## src/rtl/jfs_pkg.sv

```systemverilog
// ----------------------------------------------------------------------------
// jfs_pkg
// Types and constants shared by the JPEG frame-size scanner modules.
// ----------------------------------------------------------------------------
`default_nettype none

package jfs_pkg;

  // Parser phase
  typedef enum logic [2:0] {
    PH_START0,
    PH_START1,
    PH_SCAN,
    PH_MARKER,
    PH_LEN_HI,
    PH_LEN_LO,
    PH_PAYLOAD
  } jfs_phase_t;

  // Input transaction payload
  typedef struct packed {
    logic [7:0] data_byte;
    logic       last_byte;
  } jfs_in_t;

  // Result transaction payload
  typedef struct packed {
    logic [2:0]  status;
    logic [15:0] image_width;
    logic [15:0] image_height;
  } jfs_out_t;

  // Parser state carried from byte to byte
  typedef struct packed {
    jfs_phase_t  phase;
    logic [15:0] seg_rem;
    logic [7:0]  len_hi;
    logic        is_sof;
    logic [2:0]  hdr_idx;
    logic [15:0] held_height;
    logic [15:0] held_width;
    logic        decided;
  } jfs_state_t;

  localparam jfs_state_t STATE_RESET = '{
    phase:       PH_START0,
    seg_rem:     16'd0,
    len_hi:      8'd0,
    is_sof:      1'b0,
    hdr_idx:     3'd0,
    held_height: 16'd0,
    held_width:  16'd0,
    decided:     1'b0
  };

  // Status codes
  localparam logic [2:0] ST_OK        = 3'd0;
  localparam logic [2:0] ST_NO_SOI    = 3'd1;
  localparam logic [2:0] ST_END_SCAN  = 3'd2;
  localparam logic [2:0] ST_BAD_LEN   = 3'd3;
  localparam logic [2:0] ST_SHORT_SOF = 3'd4;
  localparam logic [2:0] ST_ZERO_SIZE = 3'd5;
  localparam logic [2:0] ST_TRUNC     = 3'd6;

  // Marker bytes
  localparam logic [7:0] MK_FILL      = 8'hFF;
  localparam logic [7:0] MK_SOI       = 8'hD8;
  localparam logic [7:0] MK_EOI       = 8'hD9;
  localparam logic [7:0] MK_SOS       = 8'hDA;
  localparam logic [7:0] MK_RST_FIRST = 8'hD0;
  localparam logic [7:0] MK_RST_LAST  = 8'hD7;
  localparam logic [7:0] MK_TEM       = 8'h01;
  localparam logic [7:0] MK_SOF_FIRST = 8'hC0;
  localparam logic [7:0] MK_SOF_LAST  = 8'hCF;
  localparam logic [7:0] MK_DHT       = 8'hC4;
  localparam logic [7:0] MK_JPG       = 8'hC8;
  localparam logic [7:0] MK_DAC       = 8'hCC;

  // Segment length limits
  localparam logic [15:0] LEN_MIN         = 16'd2;
  localparam logic [15:0] SOF_PAYLOAD_MIN = 16'd5;

endpackage

`default_nettype wire

```

## src/rtl/jfs_step.sv

```systemverilog
// ----------------------------------------------------------------------------
// jfs_step
// One parser step: next state and optional result for a single file byte.
// ----------------------------------------------------------------------------
`default_nettype none

module jfs_step import jfs_pkg::*; (
  input  var jfs_state_t state_cur,
  input  var jfs_in_t    byte_in,
  output jfs_state_t     state_nxt,
  output logic           res_valid,
  output jfs_out_t       res_data
);

  always_comb begin
    jfs_state_t  s;
    logic [7:0]  b;
    logic [15:0] len;
    logic [15:0] rem;
    logic        hit;
    logic [2:0]  st;

    s   = state_cur;
    b   = byte_in.data_byte;
    len = {state_cur.len_hi, b};
    rem = 16'd0;
    hit = 1'b0;
    st  = ST_OK;

    // Advance the parser unless this file is already decided
    if (!state_cur.decided) begin
      unique case (state_cur.phase)
        PH_START0: begin
          if (b == MK_FILL) s.phase = PH_START1;
          else begin
            hit = 1'b1;
            st  = ST_NO_SOI;
          end
        end
        PH_START1: begin
          if (b == MK_SOI) s.phase = PH_SCAN;
          else begin
            hit = 1'b1;
            st  = ST_NO_SOI;
          end
        end
        PH_SCAN: begin
          if (b == MK_FILL) s.phase = PH_MARKER;
        end
        PH_MARKER: begin
          if (b == MK_FILL) begin
            s.phase = PH_MARKER;
          end else if (b == MK_EOI || b == MK_SOS) begin
            hit = 1'b1;
            st  = ST_END_SCAN;
          end else if ((b >= MK_RST_FIRST && b <= MK_RST_LAST) || b == MK_TEM) begin
            s.phase = PH_SCAN;
          end else begin
            s.is_sof = (b >= MK_SOF_FIRST) && (b <= MK_SOF_LAST) &&
                       (b != MK_DHT) && (b != MK_JPG) && (b != MK_DAC);
            s.phase  = PH_LEN_HI;
          end
        end
        PH_LEN_HI: begin
          s.len_hi = b;
          s.phase  = PH_LEN_LO;
        end
        PH_LEN_LO: begin
          if (len < LEN_MIN) begin
            hit = 1'b1;
            st  = ST_BAD_LEN;
          end else begin
            rem       = len - LEN_MIN;
            s.seg_rem = rem;
            s.hdr_idx = 3'd0;
            if (state_cur.is_sof) begin
              if (rem < SOF_PAYLOAD_MIN) begin
                hit = 1'b1;
                st  = ST_SHORT_SOF;
              end else begin
                s.phase = PH_PAYLOAD;
              end
            end else begin
              s.phase = (rem == 16'd0) ? PH_SCAN : PH_PAYLOAD;
            end
          end
        end
        PH_PAYLOAD: begin
          // Capture height and width from frame header bytes 1 to 4
          if (state_cur.is_sof && state_cur.hdr_idx < 3'd5) begin
            case (state_cur.hdr_idx)
              3'd1:    s.held_height[15:8] = b;
              3'd2:    s.held_height[7:0]  = b;
              3'd3:    s.held_width[15:8]  = b;
              3'd4:    s.held_width[7:0]   = b;
              default: s.held_height       = state_cur.held_height;
            endcase
            s.hdr_idx = state_cur.hdr_idx + 3'd1;
          end
          if (state_cur.seg_rem != 16'd0) s.seg_rem = state_cur.seg_rem - 16'd1;
          if (s.seg_rem == 16'd0) begin
            if (state_cur.is_sof) begin
              hit = 1'b1;
              st  = (s.held_width != 16'd0 && s.held_height != 16'd0) ? ST_OK
                                                                     : ST_ZERO_SIZE;
            end else begin
              s.phase = PH_SCAN;
            end
          end
        end
        default: s.phase = PH_SCAN;
      endcase
      if (hit) s.decided = 1'b1;
    end

    // Close the file on its last byte
    if (byte_in.last_byte && !s.decided) begin
      hit = 1'b1;
      st  = (s.phase == PH_START0 || s.phase == PH_START1) ? ST_NO_SOI : ST_TRUNC;
    end

    res_valid = hit;
    res_data.status = st;
    if (st == ST_OK || st == ST_ZERO_SIZE) begin
      res_data.image_width  = s.held_width;
      res_data.image_height = s.held_height;
    end else begin
      res_data.image_width  = 16'd0;
      res_data.image_height = 16'd0;
    end

    state_nxt = byte_in.last_byte ? STATE_RESET : s;
  end

endmodule

`default_nettype wire

```

## src/rtl/jpeg_frame_size_scanner_unit.sv

```systemverilog
// ----------------------------------------------------------------------------
// jpeg_frame_size_scanner_unit
// Scans a JPEG byte stream for the first frame header and reports its size.
// ----------------------------------------------------------------------------
// Usage:
//   in_valid/in_ready carry one file byte per transaction, with last_byte set
//   on the final byte of each file. out_valid/out_ready carry one result per
//   file: a status code plus the width and height from the frame header.
//   The result leaves on the byte that decides it, or on the last byte;
//   bytes after a decision, up to the end of the file, give no result.
// Path: a deciding byte is held in the input register, parsed by the single
//   parser step and loaded into the result register, which drives out_valid.
// Throughput: one byte per cycle while no result waits for out_ready; the
//   parser advances one byte a cycle, limited by the single parser step
//   between the two registers.
// Stall: while a result waits for out_ready, the parser holds one buffered
//   byte and in_ready falls only when both registers are full; nothing is
//   lost or repeated.
// Reset: synchronous, active low rst_n; clears both valid flags and returns
//   the parser to expect the start marker of a new file.
// ----------------------------------------------------------------------------
`default_nettype none

module jpeg_frame_size_scanner_unit import jfs_pkg::*; (
  input  wire          clk,
  input  wire          rst_n,
  input  wire          in_valid,
  output logic         in_ready,
  input  var jfs_in_t  in_data,
  output logic         out_valid,
  input  wire          out_ready,
  output jfs_out_t     out_data
);

  logic       s1_valid_r;
  jfs_in_t    s1_data_r;
  jfs_state_t state_r;
  jfs_state_t state_nxt;
  logic       out_valid_r;
  jfs_out_t   out_data_r;
  logic       res_valid;
  jfs_out_t   res_data;
  logic       out_free;
  logic       s1_fire;
  logic       in_fire;

  assign out_free = !out_valid_r || out_ready;
  assign s1_fire  = s1_valid_r && out_free;
  assign in_ready = !s1_valid_r || out_free;
  assign in_fire  = in_valid && in_ready;

  jfs_step u_step (
    .state_cur (state_r),
    .byte_in   (s1_data_r),
    .state_nxt (state_nxt),
    .res_valid (res_valid),
    .res_data  (res_data)
  );

  // Input register: hold the accepted byte until the parser takes it
  always_ff @(posedge clk) begin
    if (!rst_n) begin
      s1_valid_r <= 1'b0;
    end else if (in_fire) begin
      s1_valid_r <= 1'b1;
    end else if (s1_fire) begin
      s1_valid_r <= 1'b0;
    end
    if (in_fire) s1_data_r <= in_data;
  end

  // Parser state: advance once per byte taken
  always_ff @(posedge clk) begin
    if (!rst_n) begin
      state_r <= STATE_RESET;
    end else if (s1_fire) begin
      state_r <= state_nxt;
    end
  end

  // Result register: load on a decision, drop once delivered
  always_ff @(posedge clk) begin
    if (!rst_n) begin
      out_valid_r <= 1'b0;
    end else if (s1_fire && res_valid) begin
      out_valid_r <= 1'b1;
    end else if (out_ready) begin
      out_valid_r <= 1'b0;
    end
    if (s1_fire && res_valid) out_data_r <= res_data;
  end

  assign out_valid = out_valid_r;
  assign out_data  = out_data_r;

endmodule

`default_nettype wire

```

## config.mk

```make
export PLATFORM = sky130hd
export DESIGN_NAME = jpeg_frame_size_scanner_unit
export DESIGN_NICKNAME = d
export VERILOG_FILES = /design/src/rtl/jfs_pkg.sv /design/src/rtl/jfs_step.sv /design/src/rtl/jpeg_frame_size_scanner_unit.sv
export SDC_FILE = /design/constraint.sdc
export NUM_CORES = 1
export LEC_CHECK = 0
export BUFFER_PORTS_ARGS = -buffer_cell sky130_fd_sc_hd__buf_2
export CORE_ASPECT_RATIO = 2
export CORE_MARGIN = 2
export CORE_UTILIZATION = 40
export CTS_BUF_LIST = sky130_fd_sc_hd__clkbuf_16
export DETAILED_ROUTE_END_ITERATION = 12
export GPL_ROUTABILITY_DRIVEN = 0
export HOLD_SLACK_MARGIN = 0.05
export MAX_ROUTING_LAYER = met4
export PLACE_DENSITY = 0.56
export SYNTH_ARGS = -nofsm -noshare
export SYNTH_HDL_FRONTEND = slang
export SYNTH_SLANG_ARGS = --single-unit
export TNS_END_PERCENT = 5
```

## constraint.sdc

```tcl
create_clock -name clk -period 6.5 [get_ports clk]
set_clock_uncertainty 0.2 [all_clocks]
set_input_delay 0.65 -clock clk [delete_from_list [all_inputs] [get_ports clk]]
set_output_delay 0.65 -clock clk [all_outputs]
set_load 0.005 [all_outputs]
```

==> summary.txt, run 1 <==
outcome: completed
Final Hold Viols: 0
Die H: 182 um
placed cell count: 913
Pwr Density: 205 mW/mm^2
biggest area consumer among synthesized cells: dfxtp_1
Slew Limit Fails: 0
Slew HR: 15.5%
syn_nets: 727
switching share of power: 26.2%
min cycle time layout: 4260 ps
DRC Markers: 0
die area: 0.0170 mm^2
Mapped Area: 0.00637 mm^2
Critical Path Start Type: register
CTS tree: yes
most frequent cells in the layout: nor2_1, dfxtp_1, buf_2
Fill cells: 1532
Worst-path clk slew: 70 ps
core area: 0.0157 mm^2
CP required: 6320 ps
Final setup viols: 0
Post-CTS Setup Repair Bufs: 0
Int Pwr: 0.00106 W
Hold Path Class: in2reg
worst slew pin tran: 1260 ps
Die W: 93.2 um
TritonCTS buffer count: 9
initial core utilization: 40.6%
fmax: 0.235 GHz
reg2reg start: state_r[45]
nets@finish: 743
mux cell area share after synthesis: 5.05%
largest net degree at the start of global routing: 63
FF+latch count, synth: 110
vias: 5755
Post-DP HPWL: 15200 um
maxcap violations: 0
RSZ-0062 raised after global routing: false
layout cell share with drive strength beyond 1: 17.4%
area share of and/or/nand/nor cells after synthesis: 26.4%
clk sinks: 110
via density per instance: 6.19
fin cells: 929
Seq pwr share: 52.3%
fin util: 44.8%
H-Tree Depth: 3
main combinational cell family by area after synthesis: simple AND/OR/NAND/NOR gates
clock latency on the worst-skew pair: 370 ps
cell count after synthesis: 707
Synth cell types: 70
top area cells in the synthesized netlist: dfxtp_1, edfxtp_1, a22oi_1
Rows: 65
most common cell after layout, fill and taps aside: nor2_1
post-route setup slack: 2240 ps
Clock power frac: 38.2%
Static Leak: 2.44 nW
Post-synth EDFFs: 44
adder-cell area share of the yosys netlist: 1.38%
first drt pass iteration count: 5
register area: 0.00264 mm^2
Peak VDD IR: 118 uV
Logic pwr share: 9.5%
area delta synth->final: 10.4%
area taken by multi-input logic gates: 0.00346 mm^2
Hold WS: 260 ps
Final ANT Viol Nets: 0
Synth Area in XOR/XNOR: 2.34%
drt initial violations: 549
synth warn: 0
Post-Route WL: 20200 um
setup_tns: 0 ps
Place WS: 2300 ps
Worst Hold Launch: in_data[8]
Tcrit/Tclk final: 65.5%
Max Fanout on Critical Path: 35
Avg Inst Size Synth: 9.01 um^2
Tot GR Track Use: 25.1%
Arrival @ worst endpoint: 4080 ps
CTS max path bufs: 2
Primary FF master, synth: dfxtp_1
vias in the first global route: 5596
Ant. Diodes: 0
input/output buffers: 49
top-area cell type share of the netlist area: 20.7%
switching pwr: 0.000377 W
Hold-fix buffers, CTS: 0
compound-cell area share of the yosys netlist: 18.7%
GRT overflow: 0
antenna violations before repair: 0
async set-or-reset flop fraction in the synthesized netlist: 0%
post_cts resized: 0
Seq/Total Area, Yosys: 41.5%
mean routed wirelength per cell: 21.8 um
I/O pin cnt: 50
global-route wire length before repair: 31700 um
crit path from: state_r[45]
Worst setup EP type: register
CTS root buffer: clkbuf_16
Worst Path Class, Setup: reg2reg
logic make-up after synthesis:
group                    count (synthesis)
XOR/XNOR                                17
adder cells (fa/ha/maj)                  7
AND/OR/NAND/NOR                        300
buffers and inverters                   70
flip-flops                             110
AO/OA/AOI/OAI                          171
multiplexers                            32
final timing paths:
| path | endpoint | slack [ps] | cells past startpoint |
|---|---|---|---|
| setup reg to reg | out_data[0] | 2240 | 10 |
| setup / recovery | out_data[0] | 2240 | 10 |
| hold / removal | s1_data_r[8] | 260 | 1 |
| hold reg to reg | state_r[41] | 290 | 2 |
synth_stat cells, drive strengths merged, types with 2 or more instances:
library cell  instances
ha                    7
nor4                 24
buf                  11
nor2b                16
nor2                 80
a32oi                 3
and3                  4
nand4b                2
inv                  15
nor3b                 2
mux2i                31
nor4b                 2
xor2                  9
nand2                44
nand4                10
clkbuf               44
a211oi                3
o22ai                 6
and4b                 3
o21ai                29
dfxtp                66
nand3                18
or3                   8
o31a                  4
a211o                 2
a2111oi               2
o211a                 2
a22oi                44
or2                   6
o2bb2ai               5
a21oi                36
a31oi                 3
o21a                  3
xnor2                 8
o211ai                4
nor3                 55
a21o                  6
and2                  5
edfxtp               44
or4b                  2
o31ai                 5
or4                   9
and4                  2
nand2b                7
metrics by stage:
| step | total power [W] | instance area (um^2) |
|---|---|---|
| final | 0.00144 | 7030 |
| after global routing | 0.00149 | 7030 |
| after CTS | 0.00144 | 7030 |
| after detailed placement | 0.000905 | 6740 |
| after global placement | 0.000904 | 6740 |
| after floorplan | 0.000850 | 6370 |
area by class of cell:
type	count	area share [%]
multi-input combinational	527	49.2
sequential	110	37.6
timing repair buffer	60	4.66
tap	201	3.58
clock buffer	10	3.56
inverter	15	0.801
clock inverter	6	0.623
state kept, by name, indices dropped and copies added, names as in the netlist:
| name | cells |
|---|---|
| out_data | 35 |
| out_valid | 1 |
| s1_data_r | 9 |
| s1_valid_r | 1 |
| state_r | 64 |
critical path, stage by stage (launching register included):
cell	delay (ps)
dfxtp_1	340
inv_1	100
ha_1	260
nor4b_1	610
and4_1	610
nor3_1	110
xor2_1	190
or4_4	570
o21ba_2	270
a211oi_4	220
buf_4	430
power by group through the flow:
| stage | Combinational, W | Clock (W) | Sequential [W] |
|---|---|---|---|
| 3_3_place_gp | 0.000136 | 0 | 0.000768 |
| 5_1_grt | 0.000148 | 0.000582 | 0.000756 |
| 3_5_place_dp | 0.000136 | 0 | 0.000769 |
| 6_report | 0.000137 | 0.000549 | 0.000753 |
| 4_1_cts | 0.000136 | 0.000554 | 0.000753 |
| 2_1_floorplan | 0.0000887 | 0 | 0.000762 |
layer usage:
layer,vias to the layer above,share of wire [%],track usage (%)
met5,-,0,-
met4,0,8.0,16.9
met3,91,3.8,3.63
met2,243,54,45.4
met1,2746,34,23.9
li1,2675,-,-
Power figures use the tool's default switching activity.
==> run 2, diff against run 1 <==
==> constraint.sdc (replaced) <==
create_clock -name clk -period 4.2 [get_ports clk]
set_clock_uncertainty 0.2 [all_clocks]
set_input_delay 0.42 -clock clk [delete_from_list [all_inputs] [get_ports clk]]
set_output_delay 0.42 -clock clk [all_outputs]
set_load 0.005 [all_outputs]
==> summary.txt, run 2 (same netlist as run 1, synthesis figures left out) <==
Critical Path Start Type: register
RSZ-0062 raised after global routing: false
Final ANT Viol Nets: 0
H-Tree Depth: 3
setup_tns: 0 ps
Slew HR: 23.6%
Fill cells: 1540
CTS tree: yes
Post-CTS Setup Repair Bufs: 0
Hold Path Class: in2reg
GRT overflow: 0
die area: 0.0170 mm^2
I/O pin cnt: 50
Post-Route WL: 21000 um
area delta synth->final: 15.3%
Most flops, register: state_r
outcome: completed
first drt pass iteration count: 6
input/output buffers: 49
DRC Markers: 0
Pwr Density: 313 mW/mm^2
Max Fanout on Critical Path: 31
Hold-fix buffers, CTS: 9
Hold WS: 106 ps
Tot GR Track Use: 25.8%
max FFs per register: 64
CTS max path bufs: 2
most common cell after layout, fill and taps aside: nor2_1
fmax: 0.261 GHz
Peak VDD IR: 185 uV
Static Leak: 2.61 nW
largest net degree at the start of global routing: 63
core area: 0.0157 mm^2
vias: 5919
Tcrit/Tclk final: 91.2%
Post-DP HPWL: 16000 um
layout cell share with drive strength beyond 1: 19.5%
clk sinks: 110
drt initial violations: 491
Worst-path clk slew: 80 ps
mean routed wirelength per cell: 21.9 um
Rows: 65
Worst Path Class, Setup: reg2reg
Pwr Total: 0.00230 W
CP required: 4060 ps
vias in the first global route: 5848
post_cts resized: 0
TritonCTS buffer count: 9
Arrival @ worst endpoint: 3690 ps
Worst setup EP type: register
most frequent cells in the layout: nor2_1, dfxtp_1, buf_2
Ant. Diodes: 0
initial core utilization: 40.6%
Die H: 182 um
clock latency on the worst-skew pair: 360 ps
Final Hold Viols: 0
min cycle time layout: 3830 ps
CTS root buffer: clkbuf_16
worst slew pin tran: 1140 ps
global-route wire length before repair: 32400 um
Final setup viols: 0
antenna violations before repair: 0
via density per instance: 6.17
nets@finish: 774
Die W: 93.2 um
Slew Limit Fails: 0
maxcap violations: 0
[run 2: cell count changes in the layout (fill, tap and decap cells not counted), sizes merged]
cell | previous run | this run
clkinv | 2 | 3
buf | 60 | 82
inv | 16 | 17
dlygate4sd3 | 0 | 9
bufinv | 0 | 1
clkinvlp | 3 | 0
[run 2: path summary, 6_finish.rpt]
path         slack [ps]        start     endpoint  cells after the start
max                 370  state_r[51]  out_data[4]                      8
min reg2reg         300  state_r[41]  state_r[41]                      2
min                 110     in_valid   s1_valid_r                      3
max reg2reg         370  state_r[51]  out_data[4]                      8
[run 2: through the flow]
step	worst slack, ps	instances	utilization, %	instance area [um^2]
floorplan	55.1	707	-	6400
global placement	455	935	44.3	6950
detailed placement	392	935	44.3	6950
CTS	375	960	46.8	7350
global route	140	960	46.8	7350
finish	370	960	46.8	7350
[run 2: layer usage]
layer | share of wire (%) | global-route usage (%) | up-vias
met5 | 0 | - | -
met4 | 9.2 | 20.5 | 0
met3 | 3.8 | 3.34 | 106
met2 | 55 | 46.8 | 256
met1 | 32 | 23.4 | 2830
li1 | - | - | 2727
[run 2: area by class of cell]
type	instances	area [um^2]	area share, %
tap	201	251	3.42
timing repair buffer	91	608	8.28
clock buffer	10	250	3.41
sequential	110	2640	36.0
inverter	15	56.3	0.766
clock inverter	6	58.8	0.801
multi-input combinational	527	3480	47.4
[run 2: report_power, final]
group | total (W) | leakage [nW] | switching (W) | internal, W
Sequential | 0.00117 | 0.924 | 0.0000299 | 0.00114
Clock | 0.000893 | 0.154 | 0.000396 | 0.000496
Combinational | 0.000237 | 1.53 | 0.000153 | 0.0000838
Total | 0.00230 | 2.61 | 0.000579 | 0.00172
[run 2: worst max-delay path, cell delays in order, from the launching register on]
cell,delay [ps]
dfxtp_1,370
or4_1,650
o31a_1,390
a2111oi_4,340
nand3_2,130
or4_4,520
o21ba_2,270
a211oi_4,390
buf_12,250
==> run 3, diff against run 2 <==
--- a/config.mk
+++ b/config.mk
@@ -8,13 +8,13 @@
 export BUFFER_PORTS_ARGS = -buffer_cell sky130_fd_sc_hd__buf_2
 export CORE_ASPECT_RATIO = 2
 export CORE_MARGIN = 2
-export CORE_UTILIZATION = 40
+export CORE_UTILIZATION = 35
 export CTS_BUF_LIST = sky130_fd_sc_hd__clkbuf_16
 export DETAILED_ROUTE_END_ITERATION = 12
 export GPL_ROUTABILITY_DRIVEN = 0
 export HOLD_SLACK_MARGIN = 0.05
 export MAX_ROUTING_LAYER = met4
-export PLACE_DENSITY = 0.56
+export PLACE_DENSITY = 0.5
 export SYNTH_ARGS = -nofsm -noshare
 export SYNTH_HDL_FRONTEND = slang
 export SYNTH_SLANG_ARGS = --single-unit
==> summary.txt, run 3 (same netlist as run 1, synthesis figures left out) <==
outcome: completed
Tcrit/Tclk final: 91.0%
Die W: 99.4 um
Worst Path Class, Setup: reg2reg
Most flops, register: state_r
antenna violations before repair: 0
Place WS: 385 ps
layout cell share with drive strength beyond 1: 19.0%
TritonCTS buffer count: 9
Peak VDD IR: 161 uV
die area: 0.0194 mm^2
switching pwr: 0.000586 W
first drt pass iteration count: 5
Max Fanout on Critical Path: 27
maxcap violations: 0
Worst path slowest cell: or4_4
clock latency on the worst-skew pair: 360 ps
fmax: 0.262 GHz
H-Tree Depth: 3
setup_tns: 0 ps
Seq pwr share: 51.8%
switching share of power: 25.9%
CTS max path bufs: 2
reg2reg start: state_r[45]
Tot GR Track Use: 22.9%
vias in the first global route: 5785
post-route setup slack: 379 ps
Static Leak: 2.57 nW
via density per instance: 6.01
crit path from: state_r[45]
Die H: 195 um
mean routed wirelength per cell: 22.2 um
CP required: 4030 ps
Placed Area: 0.00691 mm^2
global-route wire length before repair: 33000 um
clk sinks: 110
most frequent cells in the layout: nor2_1, dfxtp_1, buf_2
area delta synth->final: 14.5%
CTS tree: yes
Hold Path Class: in2reg
Slew HR: 22.3%
design area: 0.00729 mm^2
biggest cell delay along the critical path: 520 ps
Clock power frac: 38.2%
CTS root buffer: clkbuf_16
initial core utilization: 35.8%
fin util: 41.0%
Final setup viols: 0
most common cell after layout, fill and taps aside: nor2_1
input/output buffers: 49
I/O pin cnt: 50
Slew Limit Fails: 0
Worst Hold Launch: in_valid
Post-DP HPWL: 16200 um
largest net degree at the start of global routing: 63
Final Hold Viols: 0
Int Pwr: 0.00168 W
worst slew pin tran: 1170 ps
nets@finish: 769
Worst setup EP type: register
drt initial violations: 505
GRT overflow: 0
Pwr Density: 311 mW/mm^2
Logic pwr share: 10.1%
Critical Path Start Type: register
Ant. Diodes: 0
DRC Markers: 0
max FFs per register: 64
worst path cell trace: inv_1 -> ha_2 -> or3b_4 -> o31a_1 -> a2111oi_4 -> nand3_2 -> or4_4 -> o21ba_2 -> a211oi_4 -> buf_4
Post-Route WL: 21400 um
Worst-path clk slew: 70 ps
RSZ-0062 raised after global routing: false
Arrival @ worst endpoint: 3650 ps
min cycle time layout: 3820 ps
core area: 0.0178 mm^2
Final ANT Viol Nets: 0
Rows: 69
vias: 5807
Fill cells: 1777
run 3: cell count changes in the layout (fill, tap and decap cells not counted):
| cell | delta |
|---|---|
| clkbuf_16 | -1 |
| buf_12 | -1 |
| clkinv_4 | -1 |
| inv_6 | +1 |
| clkinv_2 | +1 |
| buf_4 | -4 |
run 3: path summary, 6_finish.rpt:
| check | endpoint | cells after the start | slack, ps |
|---|---|---|---|
| hold reg to reg | state_r[41] | 2 | 290 |
| setup reg to reg | out_data[2] | 10 | 380 |
| hold / removal | s1_valid_r | 3 | 110 |
| setup / recovery | out_data[2] | 10 | 380 |
run 3: worst max-delay path: cells and delay by family (launching register included):
family	cells	cell delay [ps]
compound gates	4	1130
fa+ha+maj	1	250
buf+inv	2	470
flops	1	340
simple gates	3	1070
run 3: through the flow:
| stage | power, W | hold WS [ps] | std cells |
|---|---|---|---|
| floorplan | 0.00132 | 245 | 707 |
| global placement | 0.00142 | 280 | 942 |
| detailed placement | 0.00142 | 286 | 942 |
| CTS | 0.00228 | 101 | 967 |
| global route | 0.00234 | 149 | 967 |
| finish | 0.00227 | 106 | 967 |
run 3: layout make-up:
class                      instances  area, um^2  share of cell area [%]
clock buffer                       9         225                    3.09
clock inverter                     7        63.8                   0.875
inverter                          15        56.3                   0.772
multi-input combinational        527        3480                    47.7
sequential                       110        2640                    36.2
tap                              213         267                    3.66
timing repair buffer              86         558                    7.65
run 3: power groups by stage:
stage	registers (W)	clock network, W	logic (W)
detailed placement	0.00120	0	0.000221
finish	0.00117	0.000864	0.000229
global route	0.00118	0.000916	0.000247
global placement	0.00120	0	0.000221
floorplan	0.00118	0	0.000140
CTS	0.00117	0.000882	0.000228
run 3: repair_timing:
action,CTS,global route
hold endpoints to repair,9,0
setup buffers,0,0
hold buffers,9,0
resized for setup,0,0
run 3: layer usage:
layer,global-route usage (%),share of wire [%],up-vias,wire (um)
met2,41.6,54,194,11700
met3,2.66,3.1,100,655
li1,-,-,2727,-
met5,-,0,-,0
met4,18.6,9.4,0,2020
met1,20.7,33,2786,7080
